## src/ssid_pkg.sv

```systemverilog
// ----------------------------------------------------------------------------
// ssid_pkg: shared types for the sorted set core
// Status codes, action codes and the cell link/control structs.
// ----------------------------------------------------------------------------
package ssid_pkg;

  localparam int ValW    = 32;
  localparam int StatusW = 3;
  localparam int CountW  = 6;

  // Action codes on the input channel
  localparam logic ActInsert = 1'b0;
  localparam logic ActDump   = 1'b1;

  // Result status codes
  localparam logic [StatusW-1:0] StInserted = 3'd0;
  localparam logic [StatusW-1:0] StDup      = 3'd1;
  localparam logic [StatusW-1:0] StFull     = 3'd2;
  localparam logic [StatusW-1:0] StEntry    = 3'd3;
  localparam logic [StatusW-1:0] StEmpty    = 3'd4;

  // What one cell shows its neighbors
  typedef struct packed {
    logic signed [ValW-1:0] val;
    logic                   valid;
    logic                   lt;     // holds a value below the incoming one
    logic                   eq;     // holds a value equal to the incoming one
  } link_t;

  // Per-cycle command broadcast along the chain
  typedef struct packed {
    logic ins;  // place the incoming value
    logic rot;  // rotate held entries one place toward the head
  } ctl_t;

endpackage

```

## src/ssid_cell.sv

```systemverilog
// ----------------------------------------------------------------------------
// ssid_cell: one slot of the sorted chain
// Compares against the incoming value, shifts right on insert, rotates on dump.
// ----------------------------------------------------------------------------
module ssid_cell (
  input  logic                                clk,
  input  logic                                rst_n,
  input  ssid_pkg::ctl_t                      ctl,
  input  logic signed [ssid_pkg::ValW-1:0]    new_val,
  input  logic signed [ssid_pkg::ValW-1:0]    head_val,
  input  ssid_pkg::link_t                     left,
  input  ssid_pkg::link_t                     right,
  output ssid_pkg::link_t                     self
);

  logic signed [ssid_pkg::ValW-1:0] val_r, val_nxt;
  logic                             valid_r, valid_nxt;
  logic                             lt, eq, tail;

  assign lt   = valid_r && (val_r < new_val);
  assign eq   = valid_r && (val_r == new_val);
  assign tail = valid_r && !right.valid;

  always_comb begin
    val_nxt   = val_r;
    valid_nxt = valid_r;
    if (ctl.ins) begin
      if (!lt && left.lt) begin
        // insertion point
        val_nxt   = new_val;
        valid_nxt = 1'b1;
      end else if (!lt) begin
        // above the insertion point: shift up by one
        val_nxt   = left.val;
        valid_nxt = left.valid;
      end
    end else if (ctl.rot && valid_r) begin
      val_nxt = tail ? head_val : right.val;
    end
  end

  always_ff @(posedge clk) begin
    val_r <= val_nxt;
    if (!rst_n) begin
      valid_r <= 1'b0;
    end else begin
      valid_r <= valid_nxt;
    end
  end

  assign self = '{val: val_r, valid: valid_r, lt: lt, eq: eq};

endmodule
```

## config.mk

```make
export PLATFORM = sky130hd
export DESIGN_NAME = ssid_cell
export DESIGN_NICKNAME = d
export VERILOG_FILES = /design/src/ssid_pkg.sv /design/src/ssid_cell.sv
export SDC_FILE = /design/constraint.sdc
export NUM_CORES = 1
export LEC_CHECK = 0
export CAP_MARGIN = 20
export CORE_MARGIN = 5
export CORE_UTILIZATION = 56
export DETAILED_ROUTE_END_ITERATION = 7
export DONT_BUFFER_PORTS = 1
export GPL_TIMING_DRIVEN = 0
export PLACE_DENSITY = 0.71
export SYNTH_ARGS = -nofsm -noshare
export SYNTH_HDL_FRONTEND = slang
export SYNTH_SLANG_ARGS = --single-unit
```

## constraint.sdc

```tcl
create_clock -name clk -period 5.92 [get_ports clk]
set_clock_uncertainty 0.1 [all_clocks]
set_input_delay 0.888 -clock clk [delete_from_list [all_inputs] [get_ports clk]]
set_output_delay 0.888 -clock clk [all_outputs]
set_load 0.01 [all_outputs]
```

==> impl_metrics.py, run 1 <==
metrics = {
    "sta": {
        "fmax_mhz": 251.6,
        "setup_tns_ns": 0,
        "layout_setup_ws_ns": 1.945,
        "tightest_slew_ns": 0.5698,
        "finalHoldViolCount": 0,
        "min_period_over_period_pct": 67.14,
        "slew-limit-headroom_pct": 61.20,
        "grt_setup_unrepaired": "no",
        "setup_viol_count_final": 0,
        "slew_viol_final": 0,
        "timing.final.crit_period_ns": 3.975,
    },
    "setup_path": {
        "worstSetupEndpoint": "self[1]",
        "worstSetupEndpointType": "output pin",
        "critical-path-slowest-cell": "sky130_fd_sc_hd__nor4_1",
        "reg2regPathDepth": 9,
        "timing_worst_setup_path_type": "input pin to output pin",
        "cp.required_ns": 4.93,
        "crit_path_cell_trace": "inv_1, ha_1, nand4_1, nor4_1, o21ai_0, a31oi_2, nor3_1, nor3_2, buf_4",
        "cp_max_fo": 3,
        "critical_path.startpoint_type": "input pin",
        "arrival_ns": 2.99,
        "max_stage_delay_ns": 0.49,
        "timing.reg2reg.setup_slack_ns": 2.61,
        "setup_crit_start": "new_val[14]",
        "r2r_end": "val_r[25]",
        "crit-reg2reg-launch": "val_r[14]",
    },
    "route": {
        "drt_wl_total_mm": 8.103,
        "wl_per_cell_um": 20.51,
        "ant_nets": 0,
        "dr.first_iter.drc_count": 80,
        "detail_route.drc_violations": 0,
        "drt-pass1-iter-count": 4,
        "num_vias": 2376,
        "routed_via_density": 6.015,
    },
    "hold_path": {
        "worst_min_delay_path_class": "flip-flop to flip-flop",
    },
    "placed_design": {
        "dpl_worst_slack_ns": 1.962,
        "gp_congestion": 0.8256,
        "placed_cell_area_sq_mm": 0.003239,
        "port_buffers": 0,
        "place.detailed.hpwl_mm": 6.613,
    },
    "cts": {
        "cts.repair_timing.setup_buffer_count": 0,
        "ctsRootBufferMaster": "sky130_fd_sc_hd__clkbuf_8",
        "clock_tree_from_tritoncts": "yes",
        "clock_tree.htree_level_count": 2,
        "clk_pin_slew_ns": 0.07,
        "tritoncts_num_sinks": 33,
        "max-clock-path-buffers": 2,
        "cts_hold_buffers": 0,
        "post_cts_resize_count": 0,
        "clk-insertion-delay-late_ns": 0.28,
        "cts-buffers-inserted": 5,
    },
    "grt": {
        "global_route.overflow_total": 0,
        "grt_use_total_pct": 21.83,
        "initial_antenna_violation_count": 1,
        "grt_max_degree": 22,
        "number_of_global_route_vias_before_repair": 2471,
        "grt_first_pass_wirelength_mm": 12.36,
    },
    "synth": {
        "synth_seq_cells": 33,
        "synth_cell_types": 37,
        "syn_nets": 484,
        "netlist_area_sq_mm": 0.003109,
        "yosys_most_used_dff": "sky130_fd_sc_hd__edfxtp_1",
        "synth-seq-area-share_pct": 31.55,
        "synth_edf_count": 32,
        "yosysWarnings": 0,
        "avgSynthCellArea_sq_um": 9.902,
        "asyncSetResetFlopFracSynth_pct": 0,
        "syn_inst": 314,
    },
    "power_and_ir_drop": {
        "leakage_power_total_nw": 1.440,
        "power_frac_seq_pct": 46.5,
        "pwr-share-comb_pct": 30.7,
        "power-per-cell-area_mw_per_mm2": 213.0,
        "pwr-share-clk_pct": 22.8,
        "design_power_total_uw": 706.8,
        "power.switching_fraction_pct": 32.70,
        "irDropWorstVdd_uv": 97.45,
        "switching_power_uw": 231.1,
        "power_report.internal_total_uw": 475.7,
    },
    "cells_and_area": {
        "final.fill_count": 459,
        "seqCellArea_sq_um": 980.9,
        "final_net_count": 492,
        "synthToLayoutAreaGrowth_pct": 6.720,
        "drive_gt1_share_pct": 19.57,
        "final_core_util_pct": 61.01,
        "multiInputGateArea_sq_mm": 0.001797,
        "most-common-layout-cells": "sky130_fd_sc_hd__a21oi_1 (46), sky130_fd_sc_hd__inv_1 (36)",
        "fin_area_sq_mm": 0.003318,
        "mostFrequentLayoutCell": "sky130_fd_sc_hd__a21oi_1",
    },
    "die": {
        "core-area_sq_mm": 0.005439,
        "die_area_sq_mm": 0.007143,
        "num_rows": 27,
        "initial_utilization_pct": 57.17,
        "design.portCount": 173,
        "die-width_um": 84.52,
        "die-height_um": 84.52,
    },
    "flow_run": {
        "max_cap_viol_count": 0,
    },
    "run_status": {
        "outcome": "finished, final reports clean",
    },
}
## registers in the layout, summed over array words and instances, names as in the netlist
name,flops
val_r,32
valid_r,1
## metrics by stage
stage	std cells	hold WS, ns
finish	395	0.6156
CTS	394	0.6246
global route	395	0.6366
detailed placement	387	0.6077
global placement	386	0.5953
floorplan	314	0.5132
## worst min-delay path by stage
stage | startpoint | to | slack, ns | depth (start not counted)
after floorplan | valid_r | valid_r | 0.51 | 1
after global placement | valid_r | valid_r | 0.60 | 1
after detailed placement | valid_r | valid_r | 0.61 | 1
after CTS | valid_r | valid_r | 0.62 | 1
after global routing | rst_n | valid_r | 0.64 | 1
final | valid_r | valid_r | 0.62 | 1
## cells in the mapped netlist, types with 2 or more instances
| master | n | share of area, % |
|---|---|---|
| sky130_fd_sc_hd__o21ai_1 | 3 | 0.48 |
| sky130_fd_sc_hd__and2_1 | 2 | 0.40 |
| sky130_fd_sc_hd__nor2_1 | 5 | 0.60 |
| sky130_fd_sc_hd__nor3_1 | 2 | 0.32 |
| sky130_fd_sc_hd__and2_2 | 30 | 7.2 |
| sky130_fd_sc_hd__dlygate4sd3_1 | 2 | 0.64 |
| sky130_fd_sc_hd__nand2b_1 | 2 | 0.40 |
| sky130_fd_sc_hd__nand4_1 | 4 | 0.80 |
| sky130_fd_sc_hd__inv_1 | 36 | 4.3 |
| sky130_fd_sc_hd__buf_4 | 3 | 0.72 |
| sky130_fd_sc_hd__clkbuf_8 | 8 | 3.5 |
| sky130_fd_sc_hd__clkbuf_1 | 3 | 0.36 |
| sky130_fd_sc_hd__o21ai_0 | 3 | 0.48 |
| sky130_fd_sc_hd__mux2i_1 | 33 | 11 |
| sky130_fd_sc_hd__nand3_1 | 3 | 0.48 |
| sky130_fd_sc_hd__nor3_2 | 2 | 0.64 |
| sky130_fd_sc_hd__nand2_1 | 13 | 1.6 |
| sky130_fd_sc_hd__buf_8 | 3 | 1.4 |
| sky130_fd_sc_hd__ha_1 | 32 | 13 |
| sky130_fd_sc_hd__a21oi_1 | 46 | 7.4 |
| sky130_fd_sc_hd__edfxtp_1 | 32 | 31 |
| sky130_fd_sc_hd__a211oi_1 | 32 | 7.7 |
## kinds of logic after synthesis
family | count (synthesis) | synth area share, %
multiplexers | 33 | 10.62
buffers and inverters | 55 | 11.07
AO/OA/AOI/OAI | 94 | 20.20
AND/OR/NAND/NOR | 67 | 13.68
adder cells (fa/ha/maj) | 32 | 12.88
flip-flops | 33 | 31.55
## critical path, delay by kind of cell
| kind | cells | cell delay [ns] |
|---|---|---|
| buf+inv | 2 | 0.21 |
| simple gates | 4 | 1.07 |
| compound gates | 2 | 0.51 |
| fa+ha+maj | 1 | 0.30 |
## power by group through the flow
| stage | clock network [mW] | logic [mW] | registers [mW] |
|---|---|---|---|
| floorplan | 0 | 0.170 | 0.328 |
| global placement | 0 | 0.203 | 0.336 |
| detailed placement | 0 | 0.218 | 0.335 |
| CTS | 0.167 | 0.219 | 0.330 |
| global route | 0.177 | 0.243 | 0.332 |
| finish | 0.161 | 0.217 | 0.329 |
## metal layers
| metal | part of all wire (%) | vias up | global-route usage (%) |
|---|---|---|---|
| li1 | - | 1166 | - |
| met2 | 52 | 111 | 40.21 |
| met5 | 0 | - | 0 |
| met1 | 36 | 1091 | 23.23 |
| met3 | 11 | 8 | 9.421 |
| met4 | 0.88 | 0 | 4.029 |
## final cells by class
class | instances | area share (%)
clock buffer | 6 | 2.187
antenna | 1 | 0.07541
tap | 72 | 2.715
multi-input combinational | 226 | 54.15
buffer | 19 | 6.297
inverter | 36 | 4.072
timing repair buffer | 1 | 0.8296
sequential | 33 | 29.56
clock inverter | 1 | 0.1131
No activity file was read; power rests on OpenSTA's default activity.
==> run 2, diff against run 1 <==
--- a/config.mk
+++ b/config.mk
@@ -5,13 +5,14 @@
 export SDC_FILE = /design/constraint.sdc
 export NUM_CORES = 1
 export LEC_CHECK = 0
+export ABC_AREA = 1
 export CAP_MARGIN = 20
 export CORE_MARGIN = 5
 export CORE_UTILIZATION = 56
 export DETAILED_ROUTE_END_ITERATION = 7
 export DONT_BUFFER_PORTS = 1
 export GPL_TIMING_DRIVEN = 0
-export PLACE_DENSITY = 0.71
+export PLACE_DENSITY = 0.74
 export SYNTH_ARGS = -nofsm -noshare
 export SYNTH_HDL_FRONTEND = slang
 export SYNTH_SLANG_ARGS = --single-unit
==> constraint.sdc (replaced) <==
create_clock -name clk -period 3.3 [get_ports clk]
set_clock_uncertainty 0.1 [all_clocks]
set_input_delay 0.495 -clock clk [delete_from_list [all_inputs] [get_ports clk]]
set_output_delay 0.495 -clock clk [all_outputs]
set_load 0.01 [all_outputs]
==> run 2 against run 1 <==
Die area grew 1.1%. Hold slack lost 0.30 ns. Via count grew 29%. Utilization grew 0.13 points. Sequential power grew 79%. Synthesized cell count grew 50%. Global-route usage grew 2.8 points. First-iteration DRC count grew 130%. Total power grew 82%. Flip-flop and latch count is the same. Critical path type is now flip-flop to output pin.
==> impl_metrics.py, run 2 <==
metrics = {
    "die": {
        "die_area_sq_mm": 0.007218,
        "initial_utilization_pct": 57.50,
        "die-height_um": 84.96,
        "die-width_um": 84.96,
        "num_rows": 27,
        "core-area_sq_mm": 0.005473,
        "design.portCount": 173,
    },
    "route": {
        "highest_layer": "met4",
        "dr_wl_met3_um": 951,
        "ant_nets": 0,
        "routed_via_density": 5.566,
        "wl_per_cell_um": 16.50,
        "met2_wirelength_mm": 4.511,
        "wl_met1_mm": 3.553,
        "detail_route.drc_violations": 0,
        "drt_wl_total_mm": 9.094,
        "num_vias": 3067,
        "drt-pass1-iter-count": 5,
        "dr.first_iter.drc_count": 182,
    },
    "setup_path": {
        "timing.reg2reg.setup_slack_ns": 0.44,
        "worstSetupEndpointType": "output pin",
        "arrival_ns": 2.40,
        "cp_max_fo": 17,
        "critical_path.startpoint_type": "flip-flop",
        "cp.required_ns": 2.70,
        "timing_worst_setup_path_type": "flip-flop to output pin",
    },
    "cells_and_area": {
        "synthToLayoutAreaGrowth_pct": 6.322,
        "seqCellArea_sq_um": 980.9,
        "most-common-layout-cells": "sky130_fd_sc_hd__nand2_1 (101), sky130_fd_sc_hd__inv_1 (77), sky130_fd_sc_hd__nor2_1 (72)",
        "fin_cells": 551,
        "multiInputGateArea_sq_mm": 0.001753,
        "largest_register_ff_count": 32,
        "mostFrequentLayoutCell": "sky130_fd_sc_hd__nand2_1",
        "drive_gt1_share_pct": 4.384,
        "biggestRegsByFlops": "val_r: 32 flops, valid_r: 1 flops",
        "largest_reg_by_ff_count": "val_r",
        "final.fill_count": 556,
        "diodes": 0,
        "final_net_count": 648,
    },
    "placed_design": {
        "place.detailed.hpwl_mm": 7.163,
        "placedCellCount": 544,
        "port_buffers": 0,
        "gp_congestion": 0.8738,
    },
    "sta": {
        "grt_setup_unrepaired": "no",
        "setup_viol_count_final": 0,
        "finalHoldViolCount": 0,
        "timing.final.crit_period_ns": 2.991,
        "slew-limit-headroom_pct": 61.45,
        "min_period_over_period_pct": 90.65,
        "fmax_mhz": 334.3,
        "hold-worst-slack_ns": 0.3168,
        "tightest_slew_ns": 0.5783,
        "slew_viol_final": 0,
    },
    "cts": {
        "clk_pin_slew_ns": 0.08,
        "ctsRootBufferMaster": "sky130_fd_sc_hd__clkbuf_8",
        "clk-insertion-delay-late_ns": 0.29,
        "clock_tree_from_tritoncts": "yes",
        "clock_tree.htree_level_count": 2,
        "cts_hold_buffers": 0,
        "tritoncts_num_sinks": 33,
        "post_cts_resize_count": 0,
        "max-clock-path-buffers": 2,
        "cts.repair_timing.setup_buffer_count": 0,
        "cts-buffers-inserted": 5,
    },
    "synth": {
        "syn_nets": 641,
        "netlist_area_sq_mm": 0.003147,
        "yosys_most_used_dff": "sky130_fd_sc_hd__edfxtp_1",
        "syn_inst": 471,
        "synth_cell_types": 24,
        "asyncSetResetFlopFracSynth_pct": 0,
        "synth_area_leaders": "sky130_fd_sc_hd__edfxtp_1 (31%), sky130_fd_sc_hd__ha_1 (13%), sky130_fd_sc_hd__nand2_1 (12%)",
        "synthDominantCellAreaShare_pct": 30.54,
        "netlist_top_cells_count": "sky130_fd_sc_hd__nand2_1 (101), sky130_fd_sc_hd__inv_1 (77), sky130_fd_sc_hd__nor2_1 (72)",
        "avgSynthCellArea_sq_um": 6.681,
        "synth-seq-area-share_pct": 31.17,
        "synth_edf_count": 32,
        "yosysWarnings": 0,
        "synth_most_common_cell": "sky130_fd_sc_hd__nand2_1",
        "synth_top_area_cell": "sky130_fd_sc_hd__edfxtp_1",
        "synth_seq_cells": 33,
    },
    "power_and_ir_drop": {
        "power-per-cell-area_mw_per_mm2": 383.8,
        "leakage_power_total_nw": 1.745,
        "irDropWorstVdd_uv": 227.3,
        "design_power_total_mw": 1.284,
    },
    "grt": {
        "grt_first_pass_wirelength_mm": 14.32,
        "initial_antenna_violation_count": 0,
        "grt_use_total_pct": 24.63,
        "number_of_global_route_vias_before_repair": 2929,
        "grt_max_degree": 25,
        "global_route.overflow_total": 0,
    },
    "run_status": {
        "outcome": "finished, final reports clean",
    },
    "hold_path": {
        "worst_min_delay_path_class": "input pin to flip-flop",
    },
    "flow_run": {
        "max_cap_viol_count": 0,
    },
}
run 2: cell types whose count changed after synthesis, moves of 4 or more:
cell	delta
sky130_fd_sc_hd__nor2_1	+67
sky130_fd_sc_hd__o21ai_0	+33
sky130_fd_sc_hd__a21oi_1	-32
sky130_fd_sc_hd__nand3_1	+64
sky130_fd_sc_hd__clkbuf_1	+10
sky130_fd_sc_hd__buf_1	+4
sky130_fd_sc_hd__nand2_1	+88
sky130_fd_sc_hd__and2_2	-30
sky130_fd_sc_hd__mux2i_1	-33
sky130_fd_sc_hd__inv_1	+41
sky130_fd_sc_hd__a211oi_1	-32
sky130_fd_sc_hd__clkbuf_8	-8
run 2: power breakdown:
part           total, mW  internal (mW)  leakage [nW]  switching, mW
clock network      0.305          0.146        0.0450          0.158
logic              0.389          0.145          1.38          0.244
registers          0.590          0.529         0.321         0.0618
run 2: cells by family (layout without fill, tap and decap cells):
group | count (synthesis) | in the layout | synth area share [%]
DFF | 33 | 33 | 31.17
adders and majority gates | 32 | 32 | 12.72
buffers and inverters | 103 | 111 | 13.48
AOI/OAI and AO/OA | 54 | 54 | 8.907
and+or+nand+nor | 249 | 249 | 33.72
run 2: cell type report:
class	count	area share, %
inverter	77	8.639
sequential	33	29.32
multi-input combinational	335	52.39
tap	72	2.693
buffer	25	3.889
clock inverter	2	0.2992
clock buffer	6	2.169
timing repair buffer	1	0.5984
run 2: critical path, cell delays in order (launching register included):
cell	delay (ns)
sky130_fd_sc_hd__edfxtp_1	0.46
sky130_fd_sc_hd__ha_1	0.39
sky130_fd_sc_hd__nand2_1	0.09
sky130_fd_sc_hd__nor2_1	0.15
sky130_fd_sc_hd__nand2_1	0.11
sky130_fd_sc_hd__nor4_2	0.22
sky130_fd_sc_hd__nand2_1	0.12
sky130_fd_sc_hd__nand3_1	0.12
sky130_fd_sc_hd__nand3_4	0.22
sky130_fd_sc_hd__inv_1	0.11
sky130_fd_sc_hd__buf_4	0.12
run 2: path summary, 6_finish.rpt:
| kind | cells after the start | start | end |
|---|---|---|---|
| worst max-delay path | 10 | val_r[31] | self[1] |
| worst min-delay path | 3 | left[2] | valid_r |
| worst max register to register | 12 | val_r[31] | val_r[31] |
| worst min register to register | 3 | valid_r | valid_r |
run 2: layer usage:
| metal | GRT usage, % | up-vias |
|---|---|---|
| met5 | 0 | - |
| met4 | 5.755 | 0 |
| met3 | 6.990 | 6 |
| met2 | 43.01 | 180 |
| met1 | 29.90 | 1353 |
| li1 | - | 1528 |
run 2: stage by stage:
stage               utilization (%)  worst slack, ns  setup TNS (ns)  area [sq um]
finish                        61.13           0.3086               0          3346
global placement              59.14          -0.7760          -24.78          3237
global route                  61.13          0.05400               0          3346
detailed placement            59.72           0.3964               0          3268
CTS                           61.23           0.1320               0          3351
floorplan                         -          0.09882               0          3147
==> run 3, diff against run 2 <==
--- a/config.mk
+++ b/config.mk
@@ -7,12 +7,12 @@
 export LEC_CHECK = 0
 export ABC_AREA = 1
 export CAP_MARGIN = 20
-export CORE_MARGIN = 5
+export CORE_MARGIN = 2
 export CORE_UTILIZATION = 56
 export DETAILED_ROUTE_END_ITERATION = 7
 export DONT_BUFFER_PORTS = 1
 export GPL_TIMING_DRIVEN = 0
-export PLACE_DENSITY = 0.74
+export PLACE_DENSITY = 0.71
 export SYNTH_ARGS = -nofsm -noshare
 export SYNTH_HDL_FRONTEND = slang
 export SYNTH_SLANG_ARGS = --single-unit
==> run 3 against run 2 <==
Register-to-register slack lost 0.07 ns. Setup slack hardly changed. Final cell count did not move. Critical path type unchanged. Flip-flop and latch count unchanged. Critical path depth stayed put. Design area up 0.15%.
==> impl_metrics.py, run 3 (synthesized netlist as in run 2, its figures left out) <==
metrics = {
    "run_status": {
        "outcome": "finished, final reports clean",
    },
    "grt": {
        "global_route.overflow_total": 0,
        "initial_antenna_violation_count": 0,
        "grt_first_pass_wirelength_mm": 13.14,
        "grt_use_total_pct": 27.04,
        "number_of_global_route_vias_before_repair": 2858,
        "grt_max_degree": 19,
    },
    "die": {
        "die-height_um": 78.96,
        "core-area_sq_mm": 0.005473,
        "die-width_um": 78.96,
        "design.portCount": 173,
        "num_rows": 27,
        "die_area_sq_mm": 0.006235,
        "initial_utilization_pct": 57.50,
    },
    "cts": {
        "clk-insertion-delay-late_ns": 0.28,
        "tritoncts_num_sinks": 33,
        "cts_hold_buffers": 0,
        "max-clock-path-buffers": 2,
        "clock_tree_from_tritoncts": "yes",
        "clk_pin_slew_ns": 0.07,
        "ctsRootBufferMaster": "sky130_fd_sc_hd__clkbuf_8",
        "cts-buffers-inserted": 5,
        "clock_tree.htree_level_count": 2,
    },
    "cells_and_area": {
        "largest_register_ff_count": 32,
        "final_net_count": 648,
        "mostFrequentLayoutCell": "sky130_fd_sc_hd__nand2_1",
        "biggestRegsByFlops": "val_r: 32 flops, valid_r: 1 flops",
        "drive_gt1_share_pct": 3.967,
        "synthToLayoutAreaGrowth_pct": 6.481,
        "diodes": 0,
        "multiInputGateArea_sq_mm": 0.001753,
        "final_core_util_pct": 61.23,
        "largest_reg_by_ff_count": "val_r",
        "fin_cells": 551,
        "seqCellArea_sq_um": 980.9,
        "most-common-layout-cells": "sky130_fd_sc_hd__nand2_1 (101), sky130_fd_sc_hd__inv_1 (77), sky130_fd_sc_hd__nor2_1 (72)",
        "final.fill_count": 565,
    },
    "setup_path": {
        "cp.required_ns": 2.70,
        "r2r_end": "val_r[13]",
        "crit_path_frequent_cell": "sky130_fd_sc_hd__nand2_1",
        "path_buf_inv": 2,
        "worst_path_dominant_cell_family": "simple AND/OR/NAND/NOR gates",
        "cp_max_fo": 17,
        "arrival_ns": 2.40,
        "crit_path_cell_trace": "ha_1, nand2_1, nor2_1, nand2_1, nor4_2, nand2_1, nand3_1, nand3_4, inv_1, buf_4",
        "crit-reg2reg-launch": "val_r[31]",
        "max_stage_delay_ns": 0.47,
        "reg2regPathDepth": 12,
        "timing_worst_setup_path_type": "flip-flop to output pin",
        "timing.reg2reg.setup_slack_ns": 0.37,
        "critical_path.startpoint_type": "flip-flop",
        "worstSetupEndpointType": "output pin",
        "critical-path-slowest-cell": "sky130_fd_sc_hd__edfxtp_1",
    },
    "sta": {
        "setup_tns_ns": 0,
        "slew-limit-headroom_pct": 59.80,
        "tightest_slew_ns": 0.6008,
        "setup_viol_count_final": 0,
        "grt_setup_unrepaired": "no",
        "slew_viol_final": 0,
        "min_period_over_period_pct": 90.66,
        "finalHoldViolCount": 0,
        "timing.final.crit_period_ns": 2.992,
        "fmax_mhz": 334.3,
    },
    "placed_design": {
        "place.detailed.hpwl_mm": 6.583,
        "port_buffers": 0,
        "placedCellCount": 544,
        "gp_congestion": 0.8346,
    },
    "power_and_ir_drop": {
        "power_report.internal_total_uw": 825.8,
        "design_power_total_mw": 1.279,
        "leakage_power_total_nw": 1.743,
        "irDropWorstVdd_uv": 195.6,
        "pwr-share-clk_pct": 23.6,
        "switching_power_uw": 453.2,
        "pwr-share-comb_pct": 30.4,
        "power-per-cell-area_mw_per_mm2": 381.7,
        "power_frac_seq_pct": 46.0,
        "power.switching_fraction_pct": 35.44,
    },
    "route": {
        "drt_wl_total_mm": 8.331,
        "num_vias": 2970,
        "dr.first_iter.drc_count": 181,
        "detail_route.drc_violations": 0,
        "drt-pass1-iter-count": 4,
        "routed_via_density": 5.390,
        "wl_per_cell_um": 15.12,
        "ant_nets": 0,
    },
    "hold_path": {
        "hold_path_end": "valid_r",
        "holdCritStartpoint": "left[2]",
        "number_of_instances_on_the_worst_hold_path": 3,
        "worst_min_delay_path_class": "input pin to flip-flop",
    },
    "flow_run": {
        "max_cap_viol_count": 0,
    },
}
run 3: changes by cell type in the layout (fill, tap and decap cells not counted), sizes merged:
cell	delta
clkbuf	+2
clkinv	-2
run 3: power by group through the flow:
stage / logic, mW / clock network, mW / registers, mW
4_1_cts: 0.393 / 0.305 / 0.589
6_report: 0.389 / 0.302 / 0.589
2_1_floorplan: 0.297 / 0 / 0.586
3_3_place_gp: 0.368 / 0 / 0.601
3_5_place_dp: 0.390 / 0 / 0.599
5_1_grt: 0.453 / 0.317 / 0.595
run 3: worst min-delay path, delay by kind of cell:
kind / cells / cell delay [ns]
buf+inv: 1 / 0.05
compound gates: 1 / 0.07
simple gates: 1 / 0.08
run 3: worst max path at each step:
stage                      endpoint         from  depth (start not counted)
final                       self[1]    val_r[31]                         10
after global routing        self[1]    val_r[31]                         10
after CTS                   self[1]    val_r[31]                         12
after detailed placement  val_r[15]  new_val[31]                         13
after global placement    val_r[14]  new_val[31]                         12
after floorplan            val_r[0]  new_val[31]                         12
run 3: cell type report:
class | instances | share of cell area, %
buffer | 25 | 3.884
clock buffer | 8 | 2.390
inverter | 77 | 8.626
multi-input combinational | 335 | 52.32
sequential | 33 | 29.28
tap | 72 | 2.689
timing repair buffer | 1 | 0.8215
run 3: per-layer routing:
layer | vias up | track usage (%) | wire [um]
met4 | 0 | 4.828 | 41
met3 | 4 | 6.818 | 824
li1 | 1524 | - | -
met1 | 1306 | 32.15 | 3373
met5 | - | 0 | 0
met2 | 136 | 49.58 | 4091
run 3: stage by stage:
stage	hold slack [ns]	instance area, sq um	setup WS (ns)
final	0.3326	3351	0.3083
after global routing	0.3247	3351	0.07342
after CTS	0.3226	3356	0.1697
after detailed placement	0.6167	3276	0.4098
after global placement	0.6007	3237	-0.7351
after floorplan	0.5647	3147	0.09882
run 3: timing repair:
| item | in CTS | in global routing |
|---|---|---|
| buffers inserted | 0 | 0 |
| endpoints found under the setup margin | 0 | 1 |
| gates resized for setup | 0 | 0 |
